`src/rtl/core/pdbf_pkg.sv`:
```
// ----------------------------------------------------------------------------
// pdbf_pkg
// Shared types and constants for the packet dedup Bloom filter.
// ----------------------------------------------------------------------------
package pdbf_pkg;

  typedef enum logic [1:0] {
    OP_CHECK = 2'd0,
    OP_ADD   = 2'd1,
    OP_CLEAR = 2'd2,
    OP_TICK  = 2'd3
  } op_t;

  localparam int VEC_W      = 64;
  localparam int IDX_W      = 6;
  localparam int ELAPSED_W  = 25;
  localparam int INTERVAL_W = 24;
  localparam int KEY_LOW_W  = 9;   // key bits that reach the bit indices

  localparam logic [ELAPSED_W-1:0]  ELAPSED_MAX    = '1;
  localparam logic [INTERVAL_W-1:0] INTERVAL_RESET = 24'd300000;

  // configuration port
  localparam int PADDR_W = 3;
  localparam int PDATA_W = 32;
  localparam logic REG_INTERVAL   = 1'b0;
  localparam logic REG_AUTO_CLEAR = 1'b1;

  localparam int QUEUE_DEPTH = 4;
  localparam int QPTR_W      = 2;
  localparam int QCNT_W      = 3;

  typedef struct packed {
    logic [INTERVAL_W-1:0] interval;
    logic                  auto_clear;
  } cfg_t;

  typedef struct packed {
    op_t              op;
    logic [IDX_W-1:0] idx1;
    logic [IDX_W-1:0] idx2;
  } cmd_t;

endpackage

```
`src/rtl/core/packet_dedup_bloom_filter_top.sv`:
```
// ----------------------------------------------------------------------------
// packet_dedup_bloom_filter_top
// Duplicate-packet filter over a 64-bit two-hash Bloom vector.
// ----------------------------------------------------------------------------
// Input stream: s_tuser carries the opcode (check, add, clear, tick), s_tdata
// the packet id, destination and source address. Each transfer in gives
// exactly one transfer out on m_tdata: seen and cleared.
// The header hash runs in a three-stage pipeline, feeds a four-entry command
// queue, and the back end updates the vector and the millisecond counter as
// it takes each item into the output register. Throughput is one item per
// cycle while m_tready is high.
// When m_tready is low the result holds in the output register; the queue
// fills, the pipeline stalls once its last stage is valid, and s_tready drops.
// Reset (rst, synchronous) empties the pipeline and queue, zeroes the vector
// and the counter, and loads the registers with their defaults: interval
// 300000 ms at address 0, auto clear enabled at address 4. Configure only
// while no items are in flight.
// ----------------------------------------------------------------------------
module packet_dedup_bloom_filter_top (
  input  logic                          clk,
  input  logic                          rst,
  input  logic                          s_tvalid,
  output logic                          s_tready,
  input  logic [39:0]                   s_tdata,  // packet_id, dest_address, source_address
  input  logic [1:0]                    s_tuser,  // opcode
  output logic                          m_tvalid,
  input  logic                          m_tready,
  output logic [7:0]                    m_tdata,  // seen, cleared, zero pad
  input  logic                          psel,
  input  logic                          penable,
  input  logic                          pwrite,
  input  logic [pdbf_pkg::PADDR_W-1:0]  paddr,
  input  logic [pdbf_pkg::PDATA_W-1:0]  pwdata,
  output logic [pdbf_pkg::PDATA_W-1:0]  prdata,
  output logic                          pready
);
  import pdbf_pkg::*;

  cfg_t cfg;
  logic cfg_write;
  logic reg_sel;

  cmd_t front_cmd;
  logic front_valid;
  logic front_ready;
  cmd_t q_cmd;
  logic q_valid;
  logic q_ready;
  logic seen;
  logic cleared;

  assign pready    = 1'b1;
  assign reg_sel   = paddr[2];
  assign cfg_write = psel && penable && pwrite && pready;

  always_ff @(posedge clk) begin
    if (rst) begin
      cfg.interval   <= INTERVAL_RESET;
      cfg.auto_clear <= 1'b1;
    end else if (cfg_write) begin
      case (reg_sel)
        REG_INTERVAL:   cfg.interval   <= pwdata[INTERVAL_W-1:0];
        REG_AUTO_CLEAR: cfg.auto_clear <= pwdata[0];
        default:        cfg.auto_clear <= cfg.auto_clear;
      endcase
    end
  end

  always_comb begin
    case (reg_sel)
      REG_INTERVAL:   prdata = PDATA_W'(cfg.interval);
      REG_AUTO_CLEAR: prdata = PDATA_W'(cfg.auto_clear);
      default:        prdata = '0;
    endcase
  end

  pdbf_front u_front (
    .clk       (clk),
    .rst       (rst),
    .in_valid  (s_tvalid),
    .in_ready  (s_tready),
    .in_op     (op_t'(s_tuser)),
    .in_pid    (s_tdata[7:0]),
    .in_dst    (s_tdata[23:8]),
    .in_src    (s_tdata[39:24]),
    .cmd_valid (front_valid),
    .cmd_ready (front_ready),
    .cmd       (front_cmd)
  );

  pdbf_queue u_queue (
    .clk        (clk),
    .rst        (rst),
    .push_valid (front_valid),
    .push_ready (front_ready),
    .push_cmd   (front_cmd),
    .pop_valid  (q_valid),
    .pop_ready  (q_ready),
    .pop_cmd    (q_cmd)
  );

  pdbf_back u_back (
    .clk         (clk),
    .rst         (rst),
    .cfg         (cfg),
    .cmd_valid   (q_valid),
    .cmd_ready   (q_ready),
    .cmd         (q_cmd),
    .out_valid   (m_tvalid),
    .out_ready   (m_tready),
    .out_seen    (seen),
    .out_cleared (cleared)
  );

  assign m_tdata = {6'b000000, cleared, seen};

endmodule

```
`src/rtl/core/pdbf_front.sv`:
```
// ----------------------------------------------------------------------------
// pdbf_front
// Accepts items and hashes the header into two filter bit indices over a
// three-stage pipeline; only the low key bits that reach the indices are kept.
// ----------------------------------------------------------------------------
module pdbf_front (
  input  logic                 clk,
  input  logic                 rst,
  input  logic                 in_valid,
  output logic                 in_ready,
  input  pdbf_pkg::op_t        in_op,
  input  logic [7:0]           in_pid,
  input  logic [15:0]          in_dst,
  input  logic [15:0]          in_src,
  output logic                 cmd_valid,
  input  logic                 cmd_ready,
  output pdbf_pkg::cmd_t       cmd
);
  import pdbf_pkg::*;

  // stage 1: inner pair sum, only mod 2^12 matters
  logic        v1;
  op_t         op1;
  logic [7:0]  pid1;
  logic [11:0] s1;
  logic [10:0] src1;
  // stage 2: inner fold H(dst,src), low 11 bits
  logic        v2;
  op_t         op2;
  logic [7:0]  pid2;
  logic [10:0] h1;
  // stage 3: key low bits
  logic        v3;
  op_t         op3;
  logic [KEY_LOW_W-1:0] key3;

  logic        adv;
  logic [11:0] s1_in;
  logic [11:0] prod1;
  logic [10:0] h1_next;
  logic [10:0] s2;
  logic [10:0] prod2;
  logic [9:0]  sum2;
  logic [KEY_LOW_W-1:0] key_next;
  logic [IDX_W-1:0] k6;
  logic [IDX_W-1:0] mul31;
  logic [IDX_W-1:0] mul17;

  assign adv      = !v3 || cmd_ready;
  assign in_ready = adv;

  assign s1_in   = in_dst[11:0] + in_src[11:0];
  assign prod1   = s1 * (s1 + 12'd1);
  assign h1_next = prod1[11:1] + src1;

  assign s2       = h1 + {3'b000, pid2};
  assign prod2    = s2 * (s2 + 11'd1);
  assign sum2     = prod2[10:1] + h1[9:0];
  assign key_next = sum2[9:1];

  assign k6    = key3[IDX_W-1:0];
  assign mul31 = (k6 << 5) - k6;
  assign mul17 = (k6 << 4) + k6;

  assign cmd_valid = v3;
  assign cmd.op    = op3;
  assign cmd.idx1  = mul31;
  assign cmd.idx2  = key3[8:3] ^ mul17;

  always_ff @(posedge clk) begin
    if (rst) begin
      v1 <= 1'b0;
      v2 <= 1'b0;
      v3 <= 1'b0;
    end else if (adv) begin
      v1 <= in_valid;
      v2 <= v1;
      v3 <= v2;
    end
  end

  always_ff @(posedge clk) begin
    if (adv) begin
      op1  <= in_op;
      pid1 <= in_pid;
      s1   <= s1_in;
      src1 <= in_src[10:0];
      op2  <= op1;
      pid2 <= pid1;
      h1   <= h1_next;
      op3  <= op2;
      key3 <= key_next;
    end
  end

endmodule

```
`src/rtl/core/pdbf_queue.sv`:
```
// ----------------------------------------------------------------------------
// pdbf_queue
// Short command queue between the hash front end and the filter back end.
// ----------------------------------------------------------------------------
module pdbf_queue (
  input  logic           clk,
  input  logic           rst,
  input  logic           push_valid,
  output logic           push_ready,
  input  pdbf_pkg::cmd_t push_cmd,
  output logic           pop_valid,
  input  logic           pop_ready,
  output pdbf_pkg::cmd_t pop_cmd
);
  import pdbf_pkg::*;

  cmd_t              entries [QUEUE_DEPTH];
  logic [QPTR_W-1:0] wr_ptr;
  logic [QPTR_W-1:0] rd_ptr;
  logic [QCNT_W-1:0] count;
  logic              do_push;
  logic              do_pop;

  assign push_ready = count != QCNT_W'(QUEUE_DEPTH);
  assign pop_valid  = count != '0;
  assign pop_cmd    = entries[rd_ptr];
  assign do_push    = push_valid && push_ready;
  assign do_pop     = pop_valid && pop_ready;

  always_ff @(posedge clk) begin
    if (rst) begin
      wr_ptr <= '0;
      rd_ptr <= '0;
      count  <= '0;
    end else begin
      if (do_push) wr_ptr <= wr_ptr + QPTR_W'(1);
      if (do_pop)  rd_ptr <= rd_ptr + QPTR_W'(1);
      if (do_push && !do_pop) begin
        count <= count + QCNT_W'(1);
      end else if (do_pop && !do_push) begin
        count <= count - QCNT_W'(1);
      end
    end
  end

  always_ff @(posedge clk) begin
    if (do_push) entries[wr_ptr] <= push_cmd;
  end

endmodule

```
`src/rtl/core/pdbf_back.sv`:
```
// ----------------------------------------------------------------------------
// pdbf_back
// Holds the 64-bit filter vector and the millisecond counter, executes one
// command per cycle while the output register is empty or being read, and keeps the result in it.
// ----------------------------------------------------------------------------
module pdbf_back (
  input  logic           clk,
  input  logic           rst,
  input  pdbf_pkg::cfg_t cfg,
  input  logic           cmd_valid,
  output logic           cmd_ready,
  input  pdbf_pkg::cmd_t cmd,
  output logic           out_valid,
  input  logic           out_ready,
  output logic           out_seen,
  output logic           out_cleared
);
  import pdbf_pkg::*;

  logic [VEC_W-1:0]     vector;
  logic [VEC_W-1:0]     vector_next;
  logic [ELAPSED_W-1:0] elapsed;
  logic [ELAPSED_W-1:0] elapsed_next;
  logic [ELAPSED_W-1:0] elapsed_inc;
  logic [VEC_W-1:0]     mask;
  logic                 seen_next;
  logic                 cleared_next;
  logic                 take;

  assign cmd_ready = !out_valid || out_ready;
  assign take      = cmd_valid && cmd_ready;

  assign mask        = (VEC_W'(1) << cmd.idx1) | (VEC_W'(1) << cmd.idx2);
  assign elapsed_inc = (elapsed == ELAPSED_MAX) ? elapsed : elapsed + ELAPSED_W'(1);

  always_comb begin
    vector_next  = vector;
    elapsed_next = elapsed;
    seen_next    = 1'b0;
    cleared_next = 1'b0;
    case (cmd.op)
      OP_CHECK: begin
        seen_next = (vector & mask) == mask;
      end
      OP_ADD: begin
        seen_next   = (vector & mask) == mask;
        vector_next = vector | mask;
      end
      OP_CLEAR: begin
        vector_next  = '0;
        cleared_next = 1'b1;
      end
      OP_TICK: begin
        elapsed_next = elapsed_inc;
        if (cfg.auto_clear && (elapsed_inc > {1'b0, cfg.interval})) begin
          vector_next  = '0;
          elapsed_next = '0;
          cleared_next = 1'b1;
        end
      end
      default: begin
        vector_next = vector;
      end
    endcase
  end

  always_ff @(posedge clk) begin
    if (rst) begin
      vector    <= '0;
      elapsed   <= '0;
      out_valid <= 1'b0;
    end else begin
      if (take) begin
        vector    <= vector_next;
        elapsed   <= elapsed_next;
        out_valid <= 1'b1;
      end else if (out_ready) begin
        out_valid <= 1'b0;
      end
    end
  end

  always_ff @(posedge clk) begin
    if (take) begin
      out_seen    <= seen_next;
      out_cleared <= cleared_next;
    end
  end

endmodule

```
`config.mk`:
```
export PLATFORM = sky130hd
export DESIGN_NAME = packet_dedup_bloom_filter_top
export DESIGN_NICKNAME = d
export VERILOG_FILES = /design/src/rtl/core/pdbf_pkg.sv /design/src/rtl/core/packet_dedup_bloom_filter_top.sv /design/src/rtl/core/pdbf_front.sv /design/src/rtl/core/pdbf_queue.sv /design/src/rtl/core/pdbf_back.sv
export SDC_FILE = /design/constraint.sdc
export NUM_CORES = 1
export LEC_CHECK = 0
export ABC_AREA = 1
export BUFFER_PORTS_ARGS = -buffer_cell sky130_fd_sc_hd__buf_2
export CAP_MARGIN = 20
export CORE_MARGIN = 2
export CORE_UTILIZATION = 55
export CTS_CLUSTER_DIAMETER = 120
export DETAILED_ROUTE_END_ITERATION = 7
export GPL_ROUTABILITY_DRIVEN = 0
export PLACE_DENSITY = 0.85
export SLEW_MARGIN = 20
export SYNTH_ARGS = -nofsm -noshare
export SYNTH_HDL_FRONTEND = slang
export SYNTH_SLANG_ARGS = --single-unit
```
`constraint.sdc`:
```
create_clock -name clk -period 12.5 [get_ports clk]
set_input_delay 1.25 -clock clk [delete_from_list [all_inputs] [get_ports clk]]
set_output_delay 1.25 -clock clk [all_outputs]
set_load 0.1 [all_outputs]
```
Yosys cells after proc, flatten, opt, wreduce, memory -nomap -nowiden
Memory sizes are Yosys's and may differ from the RTL's. A register that Yosys moved wholly into a read port is not among the register bits.
Index checks and enable logic that the tools add are counted.
- order comparisons: 1
- add/subtract/negate cells: 13
- multiply operators: 2
- multiplexer cells: 15
- equality and inequality tests: 7
- shift-type cells: 2
- bitwise logic cells: 5
- reductions and logical operators: 23
- operators by type and width (operator ; count):
    $pmux W64 S3 ; 1
    $or A64 B64 Y64 ; 2
    $shl A1 B6 Y64 const A ; 2
    $and A64 B64 Y64 ; 1
    $eq A64 B64 Y1 ; 1
    $mux W64 ; 1
    $pmux W32 S2 ; 1
    $mux W25 ; 2
    $add A25 B1 Y25 const B ; 1
    $eq A25 B25 Y1 const B ; 1
    $gt A25 B24 Y1 ; 1
    $add A12 B1 Y12 const B ; 1
    $add A12 B12 Y12 ; 1
    $mul A12 B12 Y12 ; 1
    $add A11 B1 Y11 const B ; 1
    $add A11 B11 Y11 ; 1
    $add A11 B8 Y11 ; 1
    $mul A11 B11 Y11 ; 1
    $add A10 B10 Y10 ; 1
    $logic_and A1 B1 Y1 ; 7
    $add A6 B6 Y6 ; 1
    $mux W3 ; 2
    $reduce_and A2 Y1 ; 3
    $reduce_bool A3 Y1 ; 2
    other kinds (19) ; 31
- RAM bits: 56
- output and inout bits: 43
- memories: 1
- input bits: 84
- logic and storage cells: 91
- register bits after elaboration: 192
- memory list (name ; depth ; bits a word ; read ports ; clocked after memory_dff ; wr ports ; line ; RTL):
    u_queue.entries ; 4 ; 14 ; 1 ; 1 ; 1 ; pdbf_queue.sv:17 ; cmd_t entries [QUEUE_DEPTH];

Longest topological paths before layout
- word-level depth: 6
- mapped depth: 40
- depth with buffers taken out: 40

By module
Synthesis repeated with hierarchy kept, for this count alone.
- cells, all modules: 2366
- area, all modules: 19152.1 µm²
- by module, submodules not included (module ; instances ; cells each ; seq. area each (µm²) ; area each (µm²)):
    pdbf_front ; 1 ; 1012 ; 2011.9 ; 8511.9
    pdbf_back ; 1 ; 934 ; 1861.8 ; 6660.1
    pdbf_queue ; 1 ; 203 ; 1861.8 ; 2612.5
    packet_dedup_bloom_filter_top ; 1 ; 217 ; 500.5 ; 1367.6

Worst setup path before layout
OpenSTA, ideal clock, no wires.
- path kind: flip-flop to flip-flop
- start point: register u_front.h1[0]
- end point: register u_front.key3[8] (data pin)
- data arrival time: 6642 ps
- required time: 12248 ps
- path slack: 5606 ps
- period minus slack after synthesis: 6894 ps
- cell stages (with the launch flop): 36
- buffers on the path: 0
- library setup time: 252 ps
- cells stage by stage: edfxtp_1 > ha_1 > fa_1 > ha_1 > inv_1 > nor2_1 > nand3_1 > ha_1 > inv_1 > nand2_1 > fa_1 > fa_1 > inv_1 > ha_1 > fa_1 > inv_1 > fa_1 > inv_1 > ha_1 > inv_1 > o21ai_0 > xnor2_1 > inv_1 > ha_1 > nand2_1 > nor3_1 > nand3_1 > o2111ai_1 > xor2_1 > inv_1 > nand2_1 > nand2_1 > nand2_1 > nand2_1 > nand2_1 > nand2_1
- cells in the longest elaborated chain, start to end: 4
- RTL lines (what ; line ; RTL):
    start: declaration ; pdbf_front.sv:31 ; logic [10:0] h1;
    start signal: assignment ; pdbf_front.sv:90 ; h1 <= h1_next;
    $add A11 B8 Y11 ; pdbf_front.sv:56 ; assign s2 = h1 + {3'b000, pid2};
    $add A11 B1 Y11 ; pdbf_front.sv:57 ; assign prod2 = s2 * (s2 + 11'd1);
    $mul A11 B11 Y11 ; pdbf_front.sv:57 ;
    $add A10 B10 Y10 (*) ; pdbf_front.sv:58 ; assign sum2 = prod2[10:1] + h1[9:0];
    via u_front.sum2[9] ; pdbf_front.sv:43 ; logic [9:0] sum2;
    end signal: assignment ; pdbf_front.sv:92 ; key3 <= key_next;
    end: declaration ; pdbf_front.sv:35 ; logic [KEY_LOW_W-1:0] key3;
Mark *: on every way through the listed nets, which the timed path passes. The rest lies on a longest branch.
A chain may end at the register's enable or synchronous reset.

Worst setup path in the final report
Ends and elaborated chain as after synthesis.

==> run metrics <==
Max H-tree Level=1; Post-Syn Area=19500 um2; Slew @ Worst Pin=a little over 1 ns; Post-DP Area=20100 um2; worst setup path category=flop to flop; total track usage=between 20% and 30%; synthesis-to-layout area growth=7.51%; final-report hold violation count=0; clock transition at the registers of the reported paths=0.06 ns; DR DRC count=1; fin area=about 21000 um2; diodes inserted=0; area share of xor/xnor cells in the synthesized design=around 4.0%; CTS Buffer Depth=3; # IOs=between 100 and 150; compound-cell area share of the yosys netlist=roughly an eighth; Buffers on Ports=between 90 and 100; Hold Crit Class=flop to flop; first-pass GRT wire length=~77000 um; Worst Setup End Kind=flop; TritonCTS buffer count=26; Post-Route WL=45800 um; max cap viols=0; post-layout min period=a little under 8 ns; via count=about 17000; Netlist cell types=56; initial antenna violation count=0; Multi-input gate area=approximately 11000 um2; period utilization=63.3%; FF/Latch Area=between 6000 and 7000 um2; # rows=just under 70; CTS tree=yes; mean post-synth cell area=roughly 7.6 um2; Slowest-stage cell, CP=fa_1; number of synthesized register bits=250; NumNets Final=2917; area leader, netlist=edfxtp_1; DR pass1 iterations=8; largest cells by area after synthesis=edfxtp_1 19%, dfxtp_1 13%, nand2_1 11%; vias in the first global route=around 17000; Skew-Pair Late Insertion Delay=approximately 0.55 ns; die boundary width=about 190 um; layout cells sized above 1=just under 9%; Seq/Total Area, Yosys=between 30% and 40%; RSZ-0062 raised after global routing=false; largest family of logic cells by synthesized area=simple AND/OR/NAND/NOR gates; Fill cells=2917; DP HPWL=~33000 um; Post-Synthesis Cells=approximately 2600; final setup vio count=0; cts repair resizes=0; routed vias/inst=roughly 5.6; Routed Antenna Nets=0; status=complete, but fails checks; Synth Area in Adders=16.7%; Required @ worst endpoint=~13 ns; chip height=~190 um; ys async rst share=0%; mux contribution to synthesized area=less than 1%; Worst EP arrival=a little over 8 ns; Post-synth top flop=dfxtp_1; setup ws final=4.59 ns; final clock skew=between 0.015 and 0.02 ns; WL per Instance=approximately 15 um; failing checks=design-rule violations; CP Max Fanout=9; Iter 0 DRT Violations=approximately 1900; sum of negative setup slack=0 ns; post-CTS setup repair buffer count=0; total die area=between 30000 and 40000 um2; Syn. warnings=0; final number of max-transition violations=0; CP startpoint kind=flop; simple-gate share of the synthesized area=between 20% and 30%; most frequent cells in the layout=586 x nand2_1, 434 x inv_1, 214 x nor2_1; DP Worst Slack=about 4.7 ns; Initial Utilization=between 50% and 60%; Core ar.=approximately 35000 um2; Post-synth EDFFs=around 120; grt ovf=0; WHS=between 0.4 and 0.5 ns; Max-slew headroom=between 30% and 40%; Hold-fix buffers, CTS=0; share of the synthesized area in the top cell type=about a fifth; critical path's largest stage delay=around 0.8 ns; clk sinks=250; most common cell after layout, fill and taps aside=nand2_1; largest net degree at the start of global routing=around 70; root buf cell=clkbuf_16; Max Clock Freq=~130 MHz
==> path summary, 6_finish.rpt <==
| path | from | end | slack (ns) | cells past startpoint |
|---|---|---|---|---|
| setup / recovery | u_front.h1[0] | u_front.key3[8] | 4.59 | 35 |
| hold / removal | u_front.pid1[5] | u_front.pid2[5] | 0.42 | 0 |
| hold reg to reg | u_front.pid1[5] | u_front.pid2[5] | 0.42 | 0 |
| setup reg to reg | u_front.h1[0] | u_front.key3[8] | 4.59 | 35 |
==> stage by stage <==
stage / util [%] / instances
3_3_place_gp: 57.9 / 3042
3_5_place_dp: 57.9 / 3042
2_1_floorplan: - / 2584
6_report: 60.4 / 3090
5_1_grt: 60.4 / 3090
4_1_cts: 60.3 / 3089
==> sequential cells by signal (all words and copies together), names as in the netlist, 2 cells and up, named ones only <==
register / cells
u_front.pid2: 8
u_back.vector: 64
u_queue.count: 3
u_front.src1: 11
u_front.op3: 2
u_front.pid1: 8
u_queue.entries: 56
u_front.op1: 2
u_front.h1: 11
cfg: 25
u_front.op2: 2
u_queue.rd_ptr: 2
u_queue.wr_ptr: 2
u_front.s1: 12
u_back.elapsed: 25
u_front.key3: 9
==> cell usage after synthesis (33+ instances only) <==
cell and number:
edfxtp_1 123, nand2_1 586, nor2_1 215, clkbuf_1 44, xor2_1 56, a21oi_1 159, inv_1 434, fa_1 73
ha_1 144, nand3_1 167, o21ai_0 143, dfxtp_1 127, xnor2_1 33
==> kinds of logic (layout without fill, tap and decap cells) <==
logic type	Yosys count	count (layout)
compound gates	390	390
xor+xnor	89	89
fa+ha+maj	217	217
buf+inv	552	603
flops	250	250
mux	1	1
other cells	2	15
simple gates	1070	1070
==> cell type report <==
cell class,instances,share of cell area (%)
clock inverter,12,0.543
multi-input combinational,1782,52.7
inverter,450,8.06
sequential,250,29.8
timing repair buffer,106,2.79
clock buffer,35,3.37
tap,455,2.72
==> per-layer routing <==
layer | GRT usage, % | part of all wire (%) | vias up
li1 | - | - | 8308
met1 | 31.1 | 40 | 7983
met2 | 44.0 | 50 | 768
met3 | 3.60 | 7.1 | 145
met4 | 8.90 | 3.5 | 0
met5 | 0 | 0 | -
==> worst max-delay path, delay by kind of cell, from the launching register on <==
| kind | cells | cell delay (ns) |
|---|---|---|
| XOR/XNOR | 2 | 0.38 |
| AND/OR/NAND/NOR | 12 | 1.16 |
| flip-flops | 1 | 0.43 |
| adder cells (fa/ha/maj) | 11 | 4.71 |
| buffers and inverters | 8 | 0.60 |
| AO/OA/AOI/OAI | 2 | 0.36 |
Power is left out: the tool's default activity adds up to more than one toggle a clock period on the data nets, which glitch-free logic cannot reach.
